File: config.mk
export PLATFORM = sky130hd
export DESIGN_NAME = backlight_gamma_mapper_top
export DESIGN_NICKNAME = d
export VERILOG_FILES = /design/src/rtl/core/bgm_pkg.sv /design/src/rtl/core/backlight_gamma_mapper_top.sv
export SDC_FILE = /design/constraint.sdc
export NUM_CORES = 2
export LEC_CHECK = 0
export BUFFER_PORTS_ARGS = -buffer_cell sky130_fd_sc_hd__buf_4
export CORE_ASPECT_RATIO = 1.25
export CORE_MARGIN = 2
export CORE_UTILIZATION = 40
export CTS_CLUSTER_DIAMETER = 50
export DETAILED_ROUTE_END_ITERATION = 16
export GPL_TIMING_DRIVEN = 0
export PLACE_DENSITY = 0.57
export SETUP_SLACK_MARGIN = 0.15
export SLEW_MARGIN = 40
export SYNTH_ARGS = -nofsm -noshare
export SYNTH_HDL_FRONTEND = slang
export SYNTH_SLANG_ARGS = --single-unit
File: constraint.sdc
create_clock -name clk_i -period 10.1 [get_ports clk_i]
set_input_delay 1.515 -clock clk_i [delete_from_list [all_inputs] [get_ports clk_i]]
set_output_delay 1.515 -clock clk_i [all_outputs]
set_load 0.01 [all_outputs]
File: src/rtl/core/bgm_pkg.sv
// ----------------------------------------------------------------------------
// bgm_pkg
// Shared constants and the exp2 coefficient table for the gamma mapper.
// ----------------------------------------------------------------------------
`default_nettype none

package bgm_pkg;

  // register indexes on the config channel
  localparam logic [1:0] REG_MAX_RAW   = 2'd0;
  localparam logic [1:0] REG_GAMMA_Q8  = 2'd1;
  localparam logic [1:0] REG_MIN_TENTH = 2'd2;

  localparam int unsigned CFG_DATA_W = 16;
  localparam int unsigned GAMMA_W    = 11;
  localparam int unsigned MIN_W      = 10;
  localparam int unsigned LEVEL_W    = 8;

  localparam logic [GAMMA_W-1:0] GAMMA_LINEAR = 11'd256;
  localparam logic [GAMMA_W-1:0] GAMMA_RST    = 11'd256;

  // exp2 table: c_k = 2^-(2^-k) in Q1.30, k = 1..EXP_TBL_DEPTH
  localparam int unsigned EXP_TBL_DEPTH = 24;
  localparam int unsigned EXP_IDX_W     = 5;
  localparam int unsigned Q30_W         = 31;

  typedef logic [Q30_W-1:0] exp_tbl_t [1:EXP_TBL_DEPTH];

  function automatic logic [63:0] isqrt64(input logic [63:0] x_in);
    logic [63:0] x;
    logic [63:0] res;
    logic [63:0] bitv;
    x    = x_in;
    res  = 64'd0;
    bitv = 64'd1 << 62;
    while (bitv > x) bitv = bitv >> 2;
    while (bitv != 64'd0) begin
      if (x >= res + bitv) begin
        x   = x - (res + bitv);
        res = (res >> 1) + bitv;
      end else begin
        res = res >> 1;
      end
      bitv = bitv >> 2;
    end
    return res;
  endfunction

  function automatic exp_tbl_t build_exp_tbl();
    exp_tbl_t    tbl;
    logic [63:0] c;
    c = 64'd1 << 29;
    for (int k = 1; k <= EXP_TBL_DEPTH; k++) begin
      c      = isqrt64(c << 30);
      tbl[k] = c[Q30_W-1:0];
    end
    return tbl;
  endfunction

  localparam exp_tbl_t EXP_TBL = build_exp_tbl();

endpackage

`default_nettype wire

File: src/rtl/core/backlight_gamma_mapper_top.sv
// ----------------------------------------------------------------------------
// backlight_gamma_mapper_top
// Brightness level to gamma-corrected PWM duty, bit-serial arithmetic.
// ----------------------------------------------------------------------------
// Usage:
//   s_axis carries one brightness level per beat; m_axis returns one beat per
//   level: duty in tdata, write_needed and status in tuser. The cfg channel
//   writes max_raw, gamma_q8 and min_tenths_percent; it is always ready. The
//   user writes it only while the block is idle; the block does not enforce it.
// Steps: an unavailable or blank request goes straight to the output load.
//   Otherwise the level runs through a restoring divider by 255 (one
//   quotient bit per cycle), and, unless gamma is linear or the level is
//   full, a normalize loop, a squaring log2 loop (FRAC_BITS fraction bits),
//   one exponent multiply, an exp2 product loop (FRAC_BITS fraction bits)
//   and a right shift loop by the integer part; an integer part of 31 or
//   more skips the exp2 and shift loops and gives zero. Then scale, a second
//   divider pass by 1000 for the floor, a clamp and the output load. Both
//   divider passes run over a DVW-bit dividend;
//   DVW = max(FRAC_BITS+8, DUTY_WIDTH+11) = 27 with default parameters.
// One item at a time: s_axis_tready is high only while the sequencer idles;
//   a finished result may still wait in the output register meanwhile.
// Receiver stall: the result waits in the output register; the next item
//   finishes its work and then waits until the register frees.
// Reset: max_raw 0, gamma 1.0, floor 0, last duty 0, no beat pending.
// ----------------------------------------------------------------------------
`default_nettype none

module backlight_gamma_mapper_top
  import bgm_pkg::*;
#(
  parameter int unsigned DUTY_WIDTH = 16,
  parameter int unsigned FRAC_BITS  = 16,
  localparam int unsigned TDATA_W   = ((DUTY_WIDTH + 7) / 8) * 8
) (
  input  wire logic                  clk_i,
  input  wire logic                  rst_ni,
  // level in
  input  wire logic                  s_axis_tvalid_i,
  output logic                       s_axis_tready_o,
  input  wire logic [LEVEL_W-1:0]    s_axis_tdata_i,   // [7:0] level
  // duty out
  output logic                       m_axis_tvalid_o,
  input  wire logic                  m_axis_tready_i,
  output logic [TDATA_W-1:0]         m_axis_tdata_o,   // [DUTY_WIDTH-1:0] duty, rest 0
  output logic [1:0]                 m_axis_tuser_o,   // [0] write_needed, [1] status
  // config writes
  input  wire logic                  cfg_valid_i,
  output logic                       cfg_ready_o,
  input  wire logic [1:0]            cfg_index_i,
  input  wire logic [CFG_DATA_W-1:0] cfg_data_i
);

  localparam int unsigned DW   = DUTY_WIDTH;
  localparam int unsigned FB   = FRAC_BITS;
  localparam int unsigned DVW  = (FB + 8 > DW + 11) ? FB + 8 : DW + 11;
  localparam int unsigned CW   = $clog2(DVW + 1);
  localparam int unsigned SHW  = $clog2(FB + 1);
  localparam int unsigned NLW  = SHW + FB;
  localparam int unsigned TPW  = NLW + GAMMA_W + 1;   // nl*g + 128
  localparam int unsigned TW   = TPW - 8;
  localparam int unsigned IPW  = TW - FB;
  localparam int unsigned MW   = FB + 2;
  localparam int unsigned SPW  = FB + DW + 2;
  localparam int unsigned RMW  = 10;                 // remainder < 1000

  // sequencer states
  localparam logic [3:0] ST_IDLE  = 4'd0;
  localparam logic [3:0] ST_DIVF  = 4'd1;
  localparam logic [3:0] ST_NORM  = 4'd2;
  localparam logic [3:0] ST_LOG   = 4'd3;
  localparam logic [3:0] ST_TMUL  = 4'd4;
  localparam logic [3:0] ST_EXP   = 4'd5;
  localparam logic [3:0] ST_SHR   = 4'd6;
  localparam logic [3:0] ST_SCALE = 4'd7;
  localparam logic [3:0] ST_DIVL  = 4'd8;
  localparam logic [3:0] ST_CLAMP = 4'd9;
  localparam logic [3:0] ST_DONE  = 4'd10;

  // config registers
  logic [DW-1:0]      max_raw_q;
  logic [GAMMA_W-1:0] gamma_q;
  logic [MIN_W-1:0]   min_q;

  // control
  logic [3:0]    state_q, state_d;
  logic [CW-1:0] cnt_q, cnt_d;
  logic          ovalid_q, ovalid_d;
  logic [DW-1:0] last_q, last_d;

  // datapath (no reset)
  logic [DVW-1:0] dvd_q, dvd_d;        // dividend, shifts out MSB first
  logic [DVW-1:0] quo_q, quo_d;        // quotient, shifts in LSB
  logic [RMW-1:0] rem_q, rem_d;
  logic [MW-1:0]  m_q, m_d;            // log mantissa
  logic [SHW-1:0] sh_q, sh_d;          // normalize shift count
  logic [FB-1:0]  fb_q, fb_d;          // log fraction bits, then exp2 fraction
  logic [IPW-1:0] ip_q, ip_d;
  logic [Q30_W-1:0] r_q, r_d;
  logic [FB:0]    p_q, p_d;
  logic [DW:0]    duty_q, duty_d;
  logic           stat_q, stat_d;
  logic [DW-1:0]  odut_q, odut_d;
  logic           owr_q, owr_d;
  logic           ostat_q, ostat_d;

  // ------------------------------------------------------------------
  // Config port
  // ------------------------------------------------------------------
  assign cfg_ready_o = 1'b1;

  always_ff @(posedge clk_i or negedge rst_ni) begin
    if (!rst_ni) begin
      max_raw_q <= '0;
      gamma_q   <= GAMMA_RST;
      min_q     <= '0;
    end else if (cfg_valid_i) begin
      unique case (cfg_index_i)
        REG_MAX_RAW:   max_raw_q <= DW'(cfg_data_i);
        REG_GAMMA_Q8:  gamma_q   <= cfg_data_i[GAMMA_W-1:0];
        REG_MIN_TENTH: min_q     <= cfg_data_i[MIN_W-1:0];
        default:       ;
      endcase
    end
  end

  // ------------------------------------------------------------------
  // Bit-serial restoring divider, divisor 255 or 1000
  // ------------------------------------------------------------------
  logic [RMW:0]   rem_sh;
  logic [RMW:0]   divisor;
  logic           div_ge;
  logic [RMW-1:0] rem_nx;

  always_comb begin
    rem_sh  = {rem_q, dvd_q[DVW-1]};
    divisor = (state_q == ST_DIVF) ? 11'd255 : 11'd1000;
    div_ge  = (rem_sh >= divisor);
    rem_nx  = div_ge ? RMW'(rem_sh - divisor) : rem_sh[RMW-1:0];
  end

  // ------------------------------------------------------------------
  // Arithmetic of the individual steps
  // ------------------------------------------------------------------
  logic [2*MW-1:0]  sq;
  logic [MW-1:0]    msq;
  logic [NLW-1:0]   nl;
  logic [TPW-1:0]   tprod;
  logic [TW-1:0]    t_val;
  logic [2*Q30_W-1:0] eprod;
  logic [2*Q30_W:0] eprod_r;
  logic [Q30_W:0]   r_rnd;
  logic [SPW-1:0]   sprod;
  logic [DVW-1:0]   fl_num;
  logic [DW:0]      fl, d1;
  logic [FB:0]      frac;

  always_comb begin
    sq      = m_q * m_q;
    msq     = sq[FB +: MW];
    nl      = {sh_q, {FB{1'b0}}} - NLW'(fb_q);
    tprod   = TPW'(nl) * TPW'(gamma_q) + TPW'(128);
    t_val   = tprod[TPW-1:8];
    eprod   = r_q * EXP_TBL[cnt_q[EXP_IDX_W-1:0]];
    eprod_r = {1'b0, eprod} + (63'd1 << 29);
    r_rnd   = {1'b0, r_q} + (32'd1 << (29 - FB));
    sprod   = SPW'(p_q) * SPW'(max_raw_q) + (SPW'(1) << (FB - 1));
    fl_num  = DVW'(min_q) * DVW'(max_raw_q) + DVW'(500);
    frac    = quo_q[FB:0];
    fl      = quo_q[DW:0];
    d1      = (duty_q < fl) ? fl : duty_q;
  end

  // ------------------------------------------------------------------
  // Sequencer
  // ------------------------------------------------------------------
  logic in_fire, load_out;

  assign s_axis_tready_o = (state_q == ST_IDLE);
  assign in_fire         = s_axis_tvalid_i && s_axis_tready_o;
  assign load_out        = (state_q == ST_DONE) && (!ovalid_q || m_axis_tready_i);

  always_comb begin
    state_d  = state_q;
    cnt_d    = cnt_q;
    dvd_d    = dvd_q;
    quo_d    = quo_q;
    rem_d    = rem_q;
    m_d      = m_q;
    sh_d     = sh_q;
    fb_d     = fb_q;
    ip_d     = ip_q;
    r_d      = r_q;
    p_d      = p_q;
    duty_d   = duty_q;
    stat_d   = stat_q;
    unique case (state_q)
      ST_IDLE: begin
        if (in_fire) begin
          stat_d = 1'b0;
          duty_d = '0;
          if (max_raw_q == '0) begin
            stat_d  = 1'b1;
            state_d = ST_DONE;
          end else if (s_axis_tdata_i == '0) begin
            state_d = ST_DONE;
          end else begin
            dvd_d   = DVW'({s_axis_tdata_i, {FB{1'b0}}}) + DVW'(127);
            rem_d   = '0;
            cnt_d   = CW'(DVW);
            state_d = ST_DIVF;
          end
        end
      end
      ST_DIVF, ST_DIVL: begin
        dvd_d = dvd_q << 1;
        rem_d = rem_nx;
        quo_d = {quo_q[DVW-2:0], div_ge};
        cnt_d = cnt_q - 1'b1;
        if (cnt_q == CW'(1)) begin
          if (state_q == ST_DIVL) begin
            state_d = ST_CLAMP;
          end else begin
            state_d = ST_NORM;
          end
        end
      end
      ST_NORM: begin
        // first visit comes straight from the divider: pick up frac
        if (cnt_q == '0 && sh_q == '0 && m_q == '0) begin
          if (gamma_q == GAMMA_LINEAR || frac[FB]) begin
            p_d     = frac;
            state_d = ST_SCALE;
          end else begin
            m_d = MW'(frac);
          end
        end else if (m_q[FB]) begin
          cnt_d   = CW'(FB);
          fb_d    = '0;
          state_d = ST_LOG;
        end else begin
          m_d  = m_q << 1;
          sh_d = sh_q + 1'b1;
        end
      end
      ST_LOG: begin
        // square, renormalize, emit one fraction bit of log2
        if (msq[FB+1]) begin
          m_d  = msq >> 1;
          fb_d = {fb_q[FB-2:0], 1'b1};
        end else begin
          m_d  = msq;
          fb_d = {fb_q[FB-2:0], 1'b0};
        end
        cnt_d = cnt_q - 1'b1;
        if (cnt_q == CW'(1)) state_d = ST_TMUL;
      end
      ST_TMUL: begin
        ip_d = t_val[TW-1:FB];
        fb_d = t_val[FB-1:0];
        if (t_val[TW-1:FB] >= IPW'(31)) begin
          p_d     = '0;
          state_d = ST_SCALE;
        end else begin
          r_d     = Q30_W'(1) << 30;
          cnt_d   = CW'(1);
          state_d = ST_EXP;
        end
      end
      ST_EXP: begin
        // one fraction bit of the exponent per cycle, MSB first
        if (fb_q[FB-1]) r_d = eprod_r[30 +: Q30_W];
        fb_d  = fb_q << 1;
        cnt_d = cnt_q + 1'b1;
        if (cnt_q == CW'(FB)) state_d = ST_SHR;
      end
      ST_SHR: begin
        if (ip_q == '0) begin
          p_d     = r_rnd[30-FB +: FB+1];
          state_d = ST_SCALE;
        end else begin
          r_d  = r_q >> 1;
          ip_d = ip_q - 1'b1;
        end
      end
      ST_SCALE: begin
        duty_d  = sprod[FB +: DW+1];
        dvd_d   = fl_num;
        rem_d   = '0;
        cnt_d   = CW'(DVW);
        state_d = ST_DIVL;
      end
      ST_CLAMP: begin
        if (d1 == '0) begin
          duty_d = (DW+1)'(1);
        end else if (d1 > (DW+1)'(max_raw_q)) begin
          duty_d = (DW+1)'(max_raw_q);
        end else begin
          duty_d = d1;
        end
        state_d = ST_DONE;
      end
      ST_DONE: begin
        if (load_out) state_d = ST_IDLE;
      end
      default: state_d = ST_IDLE;
    endcase
    // clear the normalize markers on exit from the 255 divider pass so ST_NORM sees first entry
    if ((state_q == ST_DIVF) && (cnt_q == CW'(1))) begin
      m_d   = '0;
      sh_d  = '0;
      cnt_d = '0;
    end
  end

  // ------------------------------------------------------------------
  // Output register and last-duty tracking
  // ------------------------------------------------------------------
  always_comb begin
    ovalid_d = ovalid_q;
    last_d   = last_q;
    odut_d   = odut_q;
    owr_d    = owr_q;
    ostat_d  = ostat_q;
    if (m_axis_tvalid_o && m_axis_tready_i) ovalid_d = 1'b0;
    if (load_out) begin
      ovalid_d = 1'b1;
      odut_d   = duty_q[DW-1:0];
      ostat_d  = stat_q;
      owr_d    = !stat_q && (duty_q[DW-1:0] != last_q);
      if (!stat_q) last_d = duty_q[DW-1:0];
    end
  end

  always_ff @(posedge clk_i or negedge rst_ni) begin
    if (!rst_ni) begin
      state_q  <= ST_IDLE;
      cnt_q    <= '0;
      ovalid_q <= 1'b0;
      last_q   <= '0;
    end else begin
      state_q  <= state_d;
      cnt_q    <= cnt_d;
      ovalid_q <= ovalid_d;
      last_q   <= last_d;
    end
  end

  always_ff @(posedge clk_i) begin
    dvd_q   <= dvd_d;
    quo_q   <= quo_d;
    rem_q   <= rem_d;
    m_q     <= m_d;
    sh_q    <= sh_d;
    fb_q    <= fb_d;
    ip_q    <= ip_d;
    r_q     <= r_d;
    p_q     <= p_d;
    duty_q  <= duty_d;
    stat_q  <= stat_d;
    odut_q  <= odut_d;
    owr_q   <= owr_d;
    ostat_q <= ostat_d;
  end

  assign m_axis_tvalid_o = ovalid_q;
  assign m_axis_tdata_o  = TDATA_W'(odut_q);
  assign m_axis_tuser_o  = {ostat_q, owr_q};

`ifndef SYNTHESIS
  a_unavail_blank: assert property (@(posedge clk_i) disable iff (!rst_ni)
    (ovalid_q && ostat_q) |-> (odut_q == '0 && !owr_q))
    else $error("unavailable beat carries duty or write flag");

  a_duty_le_max: assert property (@(posedge clk_i) disable iff (!rst_ni)
    (ovalid_q && !ostat_q) |-> (odut_q <= max_raw_q))
    else $error("duty above max_raw");

  a_last_tracks: assert property (@(posedge clk_i) disable iff (!rst_ni)
    (ovalid_q && !ostat_q) |-> (last_q == odut_q))
    else $error("last duty not updated with reported duty");

  a_log_count: assert property (@(posedge clk_i) disable iff (!rst_ni)
    (state_q == ST_LOG || state_q == ST_DIVF || state_q == ST_DIVL) |-> (cnt_q != '0))
    else $error("loop counter ran out inside a loop state");
`endif

endmodule

`default_nettype wire

==> run summary <==
OUTCOME
------------------------------------------------------------------------------------
Run status                                                              finished clean

WORST SETUP PATH
------------------------------------------------------------------------------------
Capture point of the worst path                                              r_q[30]
CP arrival                                                                  10130 ps
Reg2Reg Depth                                                                     30
Worst path required time                                                    10430 ps
Delay of the slowest cell on the worst path                                   620 ps
R2R Path End                                                                 r_q[30]
Critical path depth                                                               30
Maximum fanout count along the critical path                                      10
Buffer and inverter count on the worst path                                        5
Kind of end point of the critical path                                     flip-flop
Top delay family on crit path                                            adder cells
Startpoint of the worst-slack reg-to-reg timing path                        cnt_q[2]
Startpoint class of the critical path                                      flip-flop
Worst path slowest cell                                                 sky130_fd_sc_hd__clkbuf_1
Cell mode on critical path                                              sky130_fd_sc_hd__fa_1
Slack of the worst reg-to-reg path                                            300 ps
Category of the most critical setup path                                  reg -> reg
Source of the critical timing path                                          cnt_q[2]

SYNTHESIS
------------------------------------------------------------------------------------
Share of flip-flops with an asynchronous set or reset after synthesis          0.254
Average footprint of a synthesized cell                                    9.10 um^2
Most frequently used flop master after synthesis                        sky130_fd_sc_hd__edfxtp_1
Post-synthesis compound-gate area fraction                                    0.0590
Fraction of the mapped netlist area in simple logic gates                      0.159
Number of warnings printed during yosys synthesis                                  0
Biggest area contributors in the synthesized netlist                    sky130_fd_sc_hd__fa_1 41%, sky130_fd_sc_hd__ha_1 13%, sky130_fd_sc_hd__inv_1 9.6%
EDFF count, synth                                                                163
Post-synthesis mux area share                                                 0.0121
Xor/xnor share of the synthesized area                                        0.0217
Area of the mapped netlist                                                73400 um^2
Largest family of logic cells by synthesized area                        adder cells
Cell type contributing the most total cell area after synthesis         sky130_fd_sc_hd__fa_1
Netlist cell types                                                                92
Cell count after synthesis                                                      8063
FF+latch count, synth                                                            248
Top cell type's share of synthesized area                                      0.410
Adder and majority gate portion of the synthesized area                        0.536
Sequential element share of the synthesized area                              0.0942

STA
------------------------------------------------------------------------------------
Relative slew margins                                                          0.346
Pins Over Slew Limit                                                               0
Final critical delay including setup and external delays                     9800 ps
Setup TNS Final                                                                 0 ps
Share of the cycle needed by the critical path after routing                   0.970
Final hold violations                                                              0
Unrepaired setup endpoints after global routing                                 true
Worst-margin pin slew                                                         980 ps
Highest attainable clock frequency                                           102 MHz
Setup violation total in the final timing report                                   0
Post-Route Skew                                                              69.7 ps

PLACE
------------------------------------------------------------------------------------
Placed wire-length estimate                                                201000 um
Number of buffers inserted by port buffering                                      50
# placed instances                                                             10.5k
Placer's final routability congestion estimate                                 0.944

LAYOUT
------------------------------------------------------------------------------------
Most common cell after layout, fill and taps aside                      sky130_fd_sc_hd__inv_1
Highest-count cells in the layout ignoring fill and taps                1869 x sky130_fd_sc_hd__inv_1, 1492 x sky130_fd_sc_hd__fa_1, 990 x sky130_fd_sc_hd__nand2_1
Final nets                                                                     10.5k
Layout Cells excl Fill                                                         10.7k
Share of final-layout standard cells stronger than drive strength 1           0.0586
Post-synthesis to final-layout area growth                                     8.72%
Number of fill cells in the layout                                             18.1k
Final core utilization                                                         0.438

DIE
------------------------------------------------------------------------------------
Width of the die                                                              387 um
Initial standard-cell utilization of the core                                  0.403
Y dimension of the die                                                        483 um
Core Area                                                                182000 um^2
Total Die Area                                                           187000 um^2
I/O pin count                                                                     52
Number of placement rows                                                         175

CLOCK TREE
------------------------------------------------------------------------------------
Total of hold buffers inserted after clock tree synthesis                          0
Inserted Clock Buffers                                                            42
CTS tree                                                                       built
Worst-case clock buffer depth                                                      3
Root buf cell                                                           sky130_fd_sc_hd__clkbuf_16
Max H-tree Level                                                                   2
TritonCTS sink count                                                             248
Clock latency reported for the late side of the worst-skew pair               670 ps
Clock-pin slew on the worst setup and hold paths                               60 ps

GLOBAL ROUTE
------------------------------------------------------------------------------------
Initial antenna violation count                                                   11
Wire length of the first global-routing pass                               367000 um
Total congestion overflow                                                          0
Total GRT Usage                                                                0.260
Pin count of the biggest net entering global routing                              64
Vias in the first global route                                                 60.7k

DRT
------------------------------------------------------------------------------------
Initial detailed-routing violation count                                        3588
Count of antenna-violating nets left after detailed routing                        0
DR DRC count                                                                       0
Number of vias per cell                                                         5.25
Pre-antenna DRT Iters                                                              9
Post-DR wirelength/cell                                                      22.3 um
Via count                                                                      55.9k
Sum of routed wire length over all layers                                  238000 um

HOLD PATH
------------------------------------------------------------------------------------
Hold WC Path Type                                                         reg -> reg

JOB
------------------------------------------------------------------------------------
Number of max-cap violations                                                       0

-- how the worst min path moves through the flow --
stage	to	depth (start not counted)	from	slack, ps
2_1_floorplan	ostat_q	0	stat_q	450
3_3_place_gp	ostat_q	0	stat_q	490
3_5_place_dp	ostat_q	0	stat_q	500
4_1_cts	ostat_q	0	stat_q	530
5_1_grt	last_q[6]	1	last_q[6]	540
6_report	last_q[6]	1	last_q[6]	530
-- synthesized netlist by cell type, types with 6 or more instances --
cell type and instances:
sky130_fd_sc_hd__or2_2 8, sky130_fd_sc_hd__nand2b_1 35, sky130_fd_sc_hd__a22oi_1 17, sky130_fd_sc_hd__dfxtp_1 22, sky130_fd_sc_hd__nor2_1 178, sky130_fd_sc_hd__nand4_1 32
sky130_fd_sc_hd__inv_1 1871, sky130_fd_sc_hd__nor4_1 33, sky130_fd_sc_hd__a221oi_1 17, sky130_fd_sc_hd__a31oi_1 22, sky130_fd_sc_hd__dfrtp_1 62, sky130_fd_sc_hd__o21a_1 22
sky130_fd_sc_hd__fa_1 1502, sky130_fd_sc_hd__xnor2_1 109, sky130_fd_sc_hd__a21oi_1 152, sky130_fd_sc_hd__o21bai_1 20, sky130_fd_sc_hd__a2111oi_0 6, sky130_fd_sc_hd__a211o_1 12
sky130_fd_sc_hd__o31ai_1 25, sky130_fd_sc_hd__nand3_1 54, sky130_fd_sc_hd__o21ai_0 179, sky130_fd_sc_hd__clkbuf_1 400, sky130_fd_sc_hd__o22ai_1 22, sky130_fd_sc_hd__mux2_2 55
sky130_fd_sc_hd__and3_1 28, sky130_fd_sc_hd__nor2b_1 114, sky130_fd_sc_hd__nor3_1 45, sky130_fd_sc_hd__a21o_1 55, sky130_fd_sc_hd__and2_1 790, sky130_fd_sc_hd__buf_2 9
sky130_fd_sc_hd__edfxtp_1 163, sky130_fd_sc_hd__o211ai_1 11, sky130_fd_sc_hd__or3_1 16, sky130_fd_sc_hd__xor2_1 73, sky130_fd_sc_hd__nand2_1 992, sky130_fd_sc_hd__ha_1 740
sky130_fd_sc_hd__mux2i_1 25, sky130_fd_sc_hd__a22o_1 8, sky130_fd_sc_hd__a211oi_1 26
-- logic make-up (layout without fill, tap and decap cells) --
group / after synthesis / after routing
compound gates: 668 / 668
xor+xnor: 182 / 182
fa+ha+maj: 2242 / 2242
buf+inv: 2290 / 2477
flops: 248 / 248
mux: 81 / 81
other cells: 2 / 15
simple gates: 2350 / 2350
-- timing repair --
item,4_1_cts,5_1_grt
setup buffers,19,22
pin swaps,18,33
cloned,0,1
resized for setup,118,149
setup endpoints to repair,36,23
-- layout make-up --
cell class,count,area (um^2),share of cell area
Antenna cell,9,22.5,0.000282
Buffer,415,1890,0.0237
Clock buffer,45,1090,0.0137
Clock inverter,33,444,0.00557
Inverter,1874,7040,0.0883
Multi-Input combinational cell,5529,58400,0.732
Sequential cell,248,6920,0.0867
Tap cell,2389,2990,0.0375
Timing Repair Buffer,110,958,0.0120
-- registers in the layout (all words and copies together), names as in the netlist --
name,count
p_q,17
duty_q,17
state_q,4
dvd_q,27
m_axis_tvalid_o,1
ostat_q,1
m_q,17
gamma_q,11
stat_q,1
cnt_q,5
ip_q,9
owr_q,1
r_q,31
m_axis_tdata_o,16
fb_q,16
sh_q,5
max_raw_q,16
min_q,10
rem_q,10
quo_q,17
last_q,16
-- per-stage QoR --
step | setup WS (ps) | hold WS [ps] | area (um^2)
2_1_floorplan | 699 | 451 | 73400
3_3_place_gp | -2980 | 486 | 76800
3_5_place_dp | -1910 | 504 | 77100
4_1_cts | 124 | 526 | 79200
5_1_grt | 128 | 539 | 79800
6_report | 298 | 526 | 79800
-- metal layers --
metal | global-route usage | up-vias | part of all wire
li1 | - | 24600 | -
met1 | 0.302 | 28800 | 0.37
met2 | 0.469 | 1955 | 0.51
met3 | 0.0348 | 536 | 0.057
met4 | 0.136 | 6 | 0.064
met5 | 0 | - | 0.00020
Power is not shown: default switching activity piles up to over one toggle a cycle in this logic, so the estimate is an artifact.
